### config.mk
export PLATFORM = sky130hd
export DESIGN_NAME = bfha_ctrl
export DESIGN_NICKNAME = d
export VERILOG_FILES = /design/src/rtl/best_fit_heap_allocator_unit_macros.svh /design/src/rtl/bfha_pkg.sv /design/src/rtl/bfha_ctrl.sv
export SDC_FILE = /design/constraint.sdc
export NUM_CORES = 1
export LEC_CHECK = 0
export BUFFER_PORTS_ARGS = -buffer_cell sky130_fd_sc_hd__buf_2
export CORE_UTILIZATION = 52
export DETAILED_ROUTE_END_ITERATION = 8
export PLACE_DENSITY = 0.9
export SYNTH_ARGS = -nofsm -noshare
export SYNTH_HDL_FRONTEND = slang
export SYNTH_SLANG_ARGS = --single-unit
### constraint.sdc
create_clock -name aclk -period 1.34 [get_ports aclk]
set_input_delay 0.134 -clock aclk [delete_from_list [all_inputs] [get_ports aclk]]
set_output_delay 0.134 -clock aclk [all_outputs]
set_load 0.02 [all_outputs]
### src/rtl/best_fit_heap_allocator_unit_macros.svh
// ----------------------------------------------------------------------------
// best-fit heap allocator assertion macros
// shared concurrent assertion forms used at the top level
// ----------------------------------------------------------------------------
`ifndef BEST_FIT_HEAP_ALLOCATOR_UNIT_MACROS_SVH
`define BEST_FIT_HEAP_ALLOCATOR_UNIT_MACROS_SVH

// same-cycle implication
`define BFHA_ASSERT_NOW(label, clk, rstn, ante, cons, msg) \
    label: assert property (@(posedge clk) disable iff (!rstn) (ante) |-> (cons)) \
        else $error(msg);

// next-cycle implication
`define BFHA_ASSERT_NEXT(label, clk, rstn, ante, cons, msg) \
    label: assert property (@(posedge clk) disable iff (!rstn) (ante) |=> (cons)) \
        else $error(msg);

`endif

### src/rtl/bfha_pkg.sv
// ----------------------------------------------------------------------------
// bfha_pkg
// constants, types and command codes of the best-fit heap allocator
// ----------------------------------------------------------------------------
`default_nettype none

package bfha_pkg;

    localparam int HEAP_WORDS   = 2048;
    localparam int WORD_BYTES   = 4;
    localparam int HEAP_BYTES   = HEAP_WORDS * WORD_BYTES;
    localparam int ALIGN_BYTES  = 4;
    localparam int HEADER_WORDS = 3;
    localparam int HDR_BYTES    = HEADER_WORDS * WORD_BYTES;
    localparam int MAX_BLOCKS   = HEAP_BYTES / HDR_BYTES + 1;
    localparam int IDX_W        = $clog2(MAX_BLOCKS + 1);

    localparam int SIZE_W = 14;
    localparam int REQ_W  = 15;
    localparam int ADDR_W = 13;

    typedef enum logic [1:0] {
        ST_OK       = 2'd0,
        ST_NO_SPACE = 2'd1,
        ST_BAD_FREE = 2'd2
    } status_t;

    typedef struct packed {
        logic              used;
        logic [SIZE_W-1:0] size;
    } entry_t;

    localparam int ENTRY_W = $bits(entry_t);

    typedef enum logic [4:0] {
        CMD_NONE,
        CMD_INIT,
        CMD_LOAD,
        CMD_READ,
        CMD_AL_EVAL,
        CMD_FR_EVAL,
        CMD_J_TAIL,
        CMD_UP_RD,
        CMD_UP_WR,
        CMD_SPLIT_NEW,
        CMD_SPLIT_USE,
        CMD_NOSPLIT,
        CMD_NOFIT,
        CMD_BAD,
        CMD_FR_NEXT,
        CMD_MERGE,
        CMD_DN_RD,
        CMD_DN_WR,
        CMD_FR_DONE,
        CMD_EMIT
    } cmd_t;

    typedef struct packed {
        logic op_free;
        logic at_end;
        logic match;
        logic hit_used;
        logic has_next;
        logic found;
        logic can_split;
        logic up_done;
        logic dn_done;
        logic out_stall;
    } dp_stat_t;

endpackage

`default_nettype wire

### src/rtl/bfha_ctrl.sv
// ----------------------------------------------------------------------------
// bfha_ctrl
// sequencer for allocate and free: scans, shifts and result hand-off
// ----------------------------------------------------------------------------
`default_nettype none

module bfha_ctrl (
    input  wire logic              aclk,
    input  wire logic              aresetn,
    input  wire logic              in_valid,
    output logic                   in_ready,
    input  wire bfha_pkg::dp_stat_t stat,
    output bfha_pkg::cmd_t         cmd
);

    import bfha_pkg::*;

    typedef enum logic [4:0] {
        S_INIT, S_IDLE, S_RD, S_AEVAL, S_FEVAL, S_ADEC,
        S_UP_CHK, S_UP_RD, S_UP_WR, S_SPL1, S_SPL2, S_NOSPL,
        S_NOFIT, S_BAD, S_FNEXT, S_MERGE, S_DN_CHK, S_DN_RD,
        S_DN_WR, S_FDONE, S_EMIT
    } state_t;

    state_t state_reg, state_next;

    always_comb begin
        state_next = state_reg;
        cmd        = CMD_NONE;
        unique case (state_reg)
            S_INIT: begin
                cmd        = CMD_INIT;
                state_next = S_IDLE;
            end
            S_IDLE: begin
                if (in_valid) begin
                    cmd        = CMD_LOAD;
                    state_next = S_RD;
                end
            end
            S_RD: begin
                cmd        = CMD_READ;
                state_next = stat.op_free ? S_FEVAL : S_AEVAL;
            end
            S_AEVAL: begin
                cmd        = CMD_AL_EVAL;
                state_next = stat.at_end ? S_ADEC : S_RD;
            end
            S_ADEC: begin
                cmd = CMD_J_TAIL;
                if (!stat.found) state_next = S_NOFIT;
                else if (stat.can_split) state_next = S_UP_CHK;
                else state_next = S_NOSPL;
            end
            S_UP_CHK: state_next = stat.up_done ? S_SPL1 : S_UP_RD;
            S_UP_RD: begin
                cmd        = CMD_UP_RD;
                state_next = S_UP_WR;
            end
            S_UP_WR: begin
                cmd        = CMD_UP_WR;
                state_next = S_UP_CHK;
            end
            S_SPL1: begin
                cmd        = CMD_SPLIT_NEW;
                state_next = S_SPL2;
            end
            S_SPL2: begin
                cmd        = CMD_SPLIT_USE;
                state_next = S_EMIT;
            end
            S_NOSPL: begin
                cmd        = CMD_NOSPLIT;
                state_next = S_EMIT;
            end
            S_NOFIT: begin
                cmd        = CMD_NOFIT;
                state_next = S_EMIT;
            end
            S_BAD: begin
                cmd        = CMD_BAD;
                state_next = S_EMIT;
            end
            S_FEVAL: begin
                cmd = CMD_FR_EVAL;
                if (stat.match) begin
                    if (!stat.hit_used) state_next = S_BAD;
                    else if (stat.has_next) state_next = S_FNEXT;
                    else state_next = S_MERGE;
                end else if (stat.at_end) begin
                    state_next = S_BAD;
                end else begin
                    state_next = S_RD;
                end
            end
            S_FNEXT: begin
                cmd        = CMD_FR_NEXT;
                state_next = S_MERGE;
            end
            S_MERGE: begin
                cmd        = CMD_MERGE;
                state_next = S_DN_CHK;
            end
            S_DN_CHK: state_next = stat.dn_done ? S_FDONE : S_DN_RD;
            S_DN_RD: begin
                cmd        = CMD_DN_RD;
                state_next = S_DN_WR;
            end
            S_DN_WR: begin
                cmd        = CMD_DN_WR;
                state_next = S_DN_CHK;
            end
            S_FDONE: begin
                cmd        = CMD_FR_DONE;
                state_next = S_EMIT;
            end
            S_EMIT: begin
                if (!stat.out_stall) begin
                    cmd        = CMD_EMIT;
                    state_next = S_IDLE;
                end
            end
            default: state_next = S_INIT;
        endcase
    end

    assign in_ready = (state_reg == S_IDLE);

    always_ff @(posedge aclk) begin
        if (!aresetn) begin
            state_reg <= S_INIT;
        end else begin
            state_reg <= state_next;
        end
    end

endmodule

`default_nettype wire

==> results of run 1 <==
[cell families (layout without fill, tap and decap cells)]
logic type      count (synthesis)  after routing  synth area share [%]
compound gates                 40             40                  37.2
buf+inv                        13             53                  15.1
flops                           5              5                  12.6
mux                             1              1                  1.26
simple gates                   41             41                  33.8
[critical path, cell delays in order, from the launching register on]
cell and delay, ns:
dfxtp_2 0.36, buf_4 0.13, nand2b_1 0.12, a211oi_2 0.29
a221o_1 0.15, buf_4 0.14
[cell type report]
cell class | instances | area [µm²] | share of cell area [%]
Timing Repair Buffer | 46 | 344 | 28.9
Tap cell | 15 | 18.8 | 1.58
Clock buffer | 4 | 26.3 | 2.21
Inverter | 3 | 11.3 | 0.945
Multi-Input combinational cell | 82 | 674 | 56.6
Sequential cell | 5 | 116 | 9.77
[layout by cell type, fill, tap and decap left out, types with 3 or more instances in the layout]
cell / instances
clkbuf_4: 3
and3_1: 3
nand3_1: 3
dfxtp_4: 4
a21oi_1: 5
nand2b_1: 3
a31oi_1: 3
o31ai_1: 3
nor2_1: 6
and2b_1: 4
buf_4: 23
buf_2: 14
buf_6: 9
o21ai_1: 4
[cell usage after synthesis (2+ instances only)]
| cell type | count | area (µm²) |
|---|---|---|
| buf_6 | 7 | 78.8 |
| nor2_1 | 7 | 26.3 |
| a21oi_1 | 6 | 30.0 |
| dfxtp_1 | 5 | 100 |
| nand2b_1 | 5 | 31.3 |
| a211oi_1 | 4 | 30.0 |
| and2b_1 | 4 | 30.0 |
| and3_1 | 4 | 25.0 |
| nand3_1 | 4 | 20.0 |
| o21ai_1 | 4 | 20.0 |
| o31ai_1 | 4 | 30.0 |
| a31oi_1 | 3 | 18.8 |
| o21ai_0 | 3 | 15.0 |
| a22oi_1 | 2 | 15.0 |
| buf_4 | 2 | 15.0 |
| inv_2 | 2 | 7.51 |
| nand2_1 | 2 | 7.51 |
| nand4b_1 | 2 | 17.5 |
| nor2_2 | 2 | 12.5 |
| nor2b_1 | 2 | 12.5 |
[worst paths after layout]
path	end	slack (ns)	startpoint
setup / recovery	cmd[0]	-0.26	state_reg[2]$_SDFFE_PN0P_
setup reg to reg	state_reg[2]$_SDFFE_PN0P_	-0.10	state_reg[4]$_SDFFE_PN0P_
hold reg to reg	state_reg[3]$_SDFFE_PN0P_	0.59	state_reg[4]$_SDFFE_PN0P_
hold / removal	state_reg[1]$_SDFFE_PN0P_	0.15	aresetn
[what timing repair did]
action                                  in CTS  in global routing
resized for setup                           29                 13
setup buffers                                7                  2
endpoints found under the hold margin        0                  0
pin swaps                                    7                  6
endpoints found under the setup margin      11                 10
hold buffers                                 0                  0
[power by group through the flow]
stage / logic (W) / clock network [W] / registers [W]
final: 0.00192 / 0.000214 / 0.000312
after global routing: 0.00200 / 0.000221 / 0.000316
after CTS: 0.00166 / 0.000196 / 0.000292
after detailed placement: 0.00142 / 0 / 0.000283
after global placement: 0.00137 / 0 / 0.000279
after floorplan: 0.00113 / 0 / 0.000225
[per-layer routing]
metal / up-vias / part of all wire [%] / track usage, %
met5: - / 0 / 0
met4: 0 / 8.0 / 35.0
met3: 37 / 12 / 20.7
met2: 112 / 45 / 66.0
met1: 522 / 36 / 50.8
li1: 471 / - / -
[metrics by stage]
| stage | setup TNS (ns) | worst slack, ns |
|---|---|---|
| final | -1.15 | -0.263 |
| after global routing | -1.55 | -0.320 |
| after CTS | -0.548 | -0.173 |
| after detailed placement | -0.367 | -0.0924 |
| after global placement | -0.218 | -0.0686 |
| after floorplan | 0 | 0.0598 |
==> metrics, run 1 <==
outcome=finished, violations left; violated checks=setup timing; vias per cell=approximately 7.4; final worst slack=-0.263 ns; Placement Rows=13; Max Clock Freq=624 MHz; synthesized netlist net count=113; Gate power share=about 79%; Worst Path Arrival=around 1.5 ns; worst vdd rail ir drop=~1500 µV; internal power=around 0.0012 W; RSZ-0062 raised after global routing=true; die width=around 41 µm; average size of a mapped cell=between 7 and 8 µm²; Fin Hold WS=0.146 ns; clk root buf=clkbuf_4; max reg flops=5; fin crit share=120%; final-stage net count=between 150 and 200; R2R cell count=6; P_sw=around 0.0012 W; Worst Path Required=approximately 1.2 ns; Final setup viols=8; # H-tree levels=1; Flop pwr share=12.8%; diode count=0; Post-Layout Cell Count=155; initial core utilization=around 58%; Clock power frac=under 10%; crit path max fanout=4; power per cell area=~2100 mW/mm²; Worst Setup Start Kind=register; synthesized area=approximately 790 µm²; max-slew violations=0; post-synthesis sequential area ratio=approximately 13%; Remaining DRCs=0; ANT nets after route=0; Pleak=0.518 nW; utilization after layout=between 80 and 90%; Core ar.=between 0.001 and 0.0015 mm²; layout cells sized above 1=a little under three fifths; Die Area=0.00169 mm²; total track usage=45.5%; Ys Warns=0; Post-Syn Instances=100; CTS tree=done; synth unique cells=46; Async S/R FF share, synth=0%; Clock Pin Slew Worst Setup and Hold Paths=around 0.060 ns; Placed Area=945 µm²; design area=between 0.001 and 0.0015 mm²; via count of the first global-routing pass=between 1k and 1.5k; ys flop type=dfxtp_1; PortBufs=18; dpl cells=around 140; Congestion Overflow GR=0; WHS Path Cells=3; Final Hold Fails=0; clk sinks=5; worst slew pin tran=around 0.31 ns; worst skew pair latency=~0.28 ns; CP endpoint kind=output port; number of I/O pins=19; Syn-to-layout area delta=50.2%; kind of critical path=register to output port; Max-slew headroom=79.1%; Detailed Route WL=~3600 µm; largest net degree at the start of global routing=13; initial antenna violation count=0; Pre-antenna DRT Iters=6; routed vias=about 1.1k; Net Sw Frac=slightly below 50%; Die Ht=roughly 41 µm; Tightest Hold Check Type=primary input to register; min Tclk post-route=~1.6 ns; Synth Register Bits=5; routability cong.=between 0.9 and 1; Max-Cap Viols=0; cts bufs inserted=3; Max Clock Skew=0.00455 ns; first-pass GRT wire length=approximately 4800 µm; fillers=between 70 and 80; hpwl dp=between 1500 and 2000 µm; wire per inst=about 23 µm; initial DRC count=101; Total Power=between 0.002 and 0.0025 W; EDFF count, synth=0; Max clock buf depth=2
Note: power is estimated with default switching activity, not from simulation.
==> inputs of run 2 (changes only) <==
==> constraint.sdc (replaced) <==
create_clock -name aclk -period 1.34 [get_ports aclk]
set_input_delay 0.134 -clock aclk [delete_from_list [all_inputs] [get_ports aclk]]
set_output_delay 0.134 -clock aclk [all_outputs]
set_load 0.01 [all_outputs]
==> run 2 against run 1 <==
Compared with the run above:
- the run still ends with setup timing left
- power grew 11%
- hold slack better by 0.053 ns
- count of clock-buffer cells in the layout stayed put
- critical path depth grew 2
- cell area grew 9.2%
- critical path type unchanged
- sequential power down 3%
- clock skew decreased by 0.0029 ns
==> metrics, run 2 (synthesized netlist as in run 1, its figures left out) <==
outcome=finished, violations left (unchanged); violated checks=setup timing (unchanged); routability cong.=1.01 (was 0.902); initial core utilization=58.1% (unchanged); min Tclk post-route=1.64 ns (was 1.60 ns); die width=41.1 µm (unchanged); utilization after layout=95.2% (was 87.2%); worst skew pair latency=0.26 ns (was 0.28 ns); Core ar.=0.00137 mm² (unchanged); crit path max fanout=7 (was 4); initial antenna violation count=0 (unchanged); routed vias=1237 (was 1142); ANT nets after route=0 (unchanged); # H-tree levels=1 (unchanged); max-slew violations=0 (unchanged); total track usage=39.4% (was 45.5%); final worst slack=-0.304 ns (was -0.263 ns); kind of critical path=register to output port (unchanged); CTS tree=done (unchanged); Worst Setup Start Kind=register (unchanged); initial DRC count=159 (was 101); RSZ-0062 raised after global routing=true (unchanged); via count of the first global-routing pass=946 (was 1030); worst-path cell chain=buf_12, buf_4, buf_8, nor2b_4, a21oi_2, nor2_1, buf_2 (was buf_4, nand2b_1, a211oi_2, a221o_1, buf_4); Max Clock Freq=608 MHz (was 624 MHz); Placement Rows=13 (unchanged); worst vdd rail ir drop=1560 µV (was 1450 µV); CP endpoint kind=output port (unchanged); diode count=0 (unchanged); Die Ht=41.1 µm (unchanged); number of I/O pins=19 (unchanged); Max Clock Skew=0.00167 ns (was 0.00455 ns); vias per cell=7.64 (was 7.37); Worst R2R Setup Slack=-0.16 ns (was -0.10 ns); Final Hold Fails=0 (unchanged); dpl cells=143 (was 142); Max clock buf depth=2 (unchanged); Tightest Hold Check Type=primary input to register (unchanged); Flop pwr share=11.1% (was 12.8%); Final setup viols=9 (was 8); PortBufs=18 (unchanged); hpwl dp=1740 µm (was 1850 µm); final-stage net count=161 (was 154); Pleak=0.560 nW (was 0.518 nW); first-pass GRT wire length=4170 µm (was 4780 µm); P_sw=0.00132 W (was 0.00121 W); wire per inst=26.0 µm (was 23.0 µm); Detailed Route WL=4210 µm (was 3570 µm); Worst Path Required=1.21 ns (about the same); Net Sw Frac=48.6% (was 49.3%); largest net degree at the start of global routing=10 (was 13); Congestion Overflow GR=0 (unchanged); clk root buf=clkbuf_4 (unchanged); fin crit share=123% (was 120%); Remaining DRCs=0 (unchanged); Post-Layout Cell Count=162 (was 155); Syn-to-layout area delta=64.0% (was 50.2%); Gate power share=81.8% (was 78.5%); CP max stage cell=dfxtp_4 (was dfxtp_2); Pre-antenna DRT Iters=7 (was 6); most frequent cells in the layout=buf_4, buf_2, buf_6 (unchanged); cts bufs inserted=3 (unchanged); Worst Path Arrival=1.51 ns (was 1.47 ns); Max-Cap Viols=0 (unchanged); Clock Pin Slew Worst Setup and Hold Paths=0.05 ns (was 0.06 ns); Clock power frac=7.1% (was 8.7%); layout cells sized above 1=59.9% (was 56.4%); Die Area=0.00169 mm² (unchanged); max reg flops=5 (unchanged); clk sinks=5 (unchanged); power per cell area=2090 mW/mm² (was 2050 mW/mm²); crit-path max cell delay=0.36 ns (about the same); worst slew pin tran=0.323 ns (was 0.311 ns); internal power=0.00140 W (was 0.00124 W); Max-slew headroom=78.2% (was 79.1%); most common cell after layout, fill and taps aside=buf_4 (unchanged)
==> run 2: changes by cell type in the layout (fill, tap and decap cells not counted), moves of 2 or more <==
cell,previous run,this run
a211oi_1,2,0
a211oi_4,0,2
buf_2,14,16
buf_6,9,13
nor2_1,6,4
nor2_2,1,3
==> run 2: final cells by class <==
cell class              instances  area, µm²
fillers                        37       65.1
flip-flops and latches          5        116
multi-input cells              82        699
well taps                      15       18.8
repair buffers                 53        427
clock buffers                   4       26.3
inverters                       3       13.8
==> run 2: path summary, 6_finish.rpt <==
kind                                                start                        end  depth (start not counted)
worst min register to register  state_reg[4]$_SDFFE_PN0P_  state_reg[3]$_SDFFE_PN0P_                          2
worst max-delay path            state_reg[3]$_SDFFE_PN0P_                     cmd[2]                          7
worst max register to register  state_reg[3]$_SDFFE_PN0P_  state_reg[0]$_SDFFE_PN0P_                          7
worst min-delay path                              aresetn  state_reg[1]$_SDFFE_PN0P_                          3
==> run 2: metal layers <==
layer | wire length, µm | global-route usage [%] | vias up
met2 | 1830 | 66.0 | 160
met4 | 342 | 23.3 | 0
li1 | - | - | 480
met5 | 0 | 0 | -
met1 | 1470 | 42.0 | 543
met3 | 572 | 13.6 | 54
==> run 2: through the flow <==
step / setup TNS (ns) / power, W / hold slack, ns / setup slack (ns) / cell area (µm²)
2_1_floorplan: 0 / 0.00127 / 0.262 / 0.105 / 793
3_3_place_gp: -0.00327 / 0.00159 / 0.401 / -0.00327 / 956
3_5_place_dp: -0.0589 / 0.00164 / 0.408 / -0.0284 / 956
4_1_cts: -0.548 / 0.00207 / 0.147 / -0.174 / 1130
5_1_grt: -1.71 / 0.00277 / 0.180 / -0.357 / 1300
6_report: -1.45 / 0.00272 / 0.198 / -0.304 / 1300
==> run 2: timing repair <==
item,in CTS,in global routing
hold buffers,0,0
gates cloned,0,0
resized for setup,21,31
pin swaps,6,15
endpoints found under the setup margin,9,11
buffers inserted,10,5
==> run 2: worst max-delay path, delay by kind of cell (launching register included) <==
family          cells  cell delay [ns]
buf+inv             4             0.54
flops               1             0.36
simple gates        2             0.28
compound gates      1             0.07
==> run 2: power groups by stage <==
stage | Sequential (W) | Clock, W | Combinational, W
after floorplan | 0.000225 | 0 | 0.00105
after global placement | 0.000253 | 0 | 0.00134
after detailed placement | 0.000258 | 0 | 0.00138
after CTS | 0.000274 | 0.000190 | 0.00161
after global routing | 0.000308 | 0.000203 | 0.00226
final | 0.000303 | 0.000193 | 0.00222
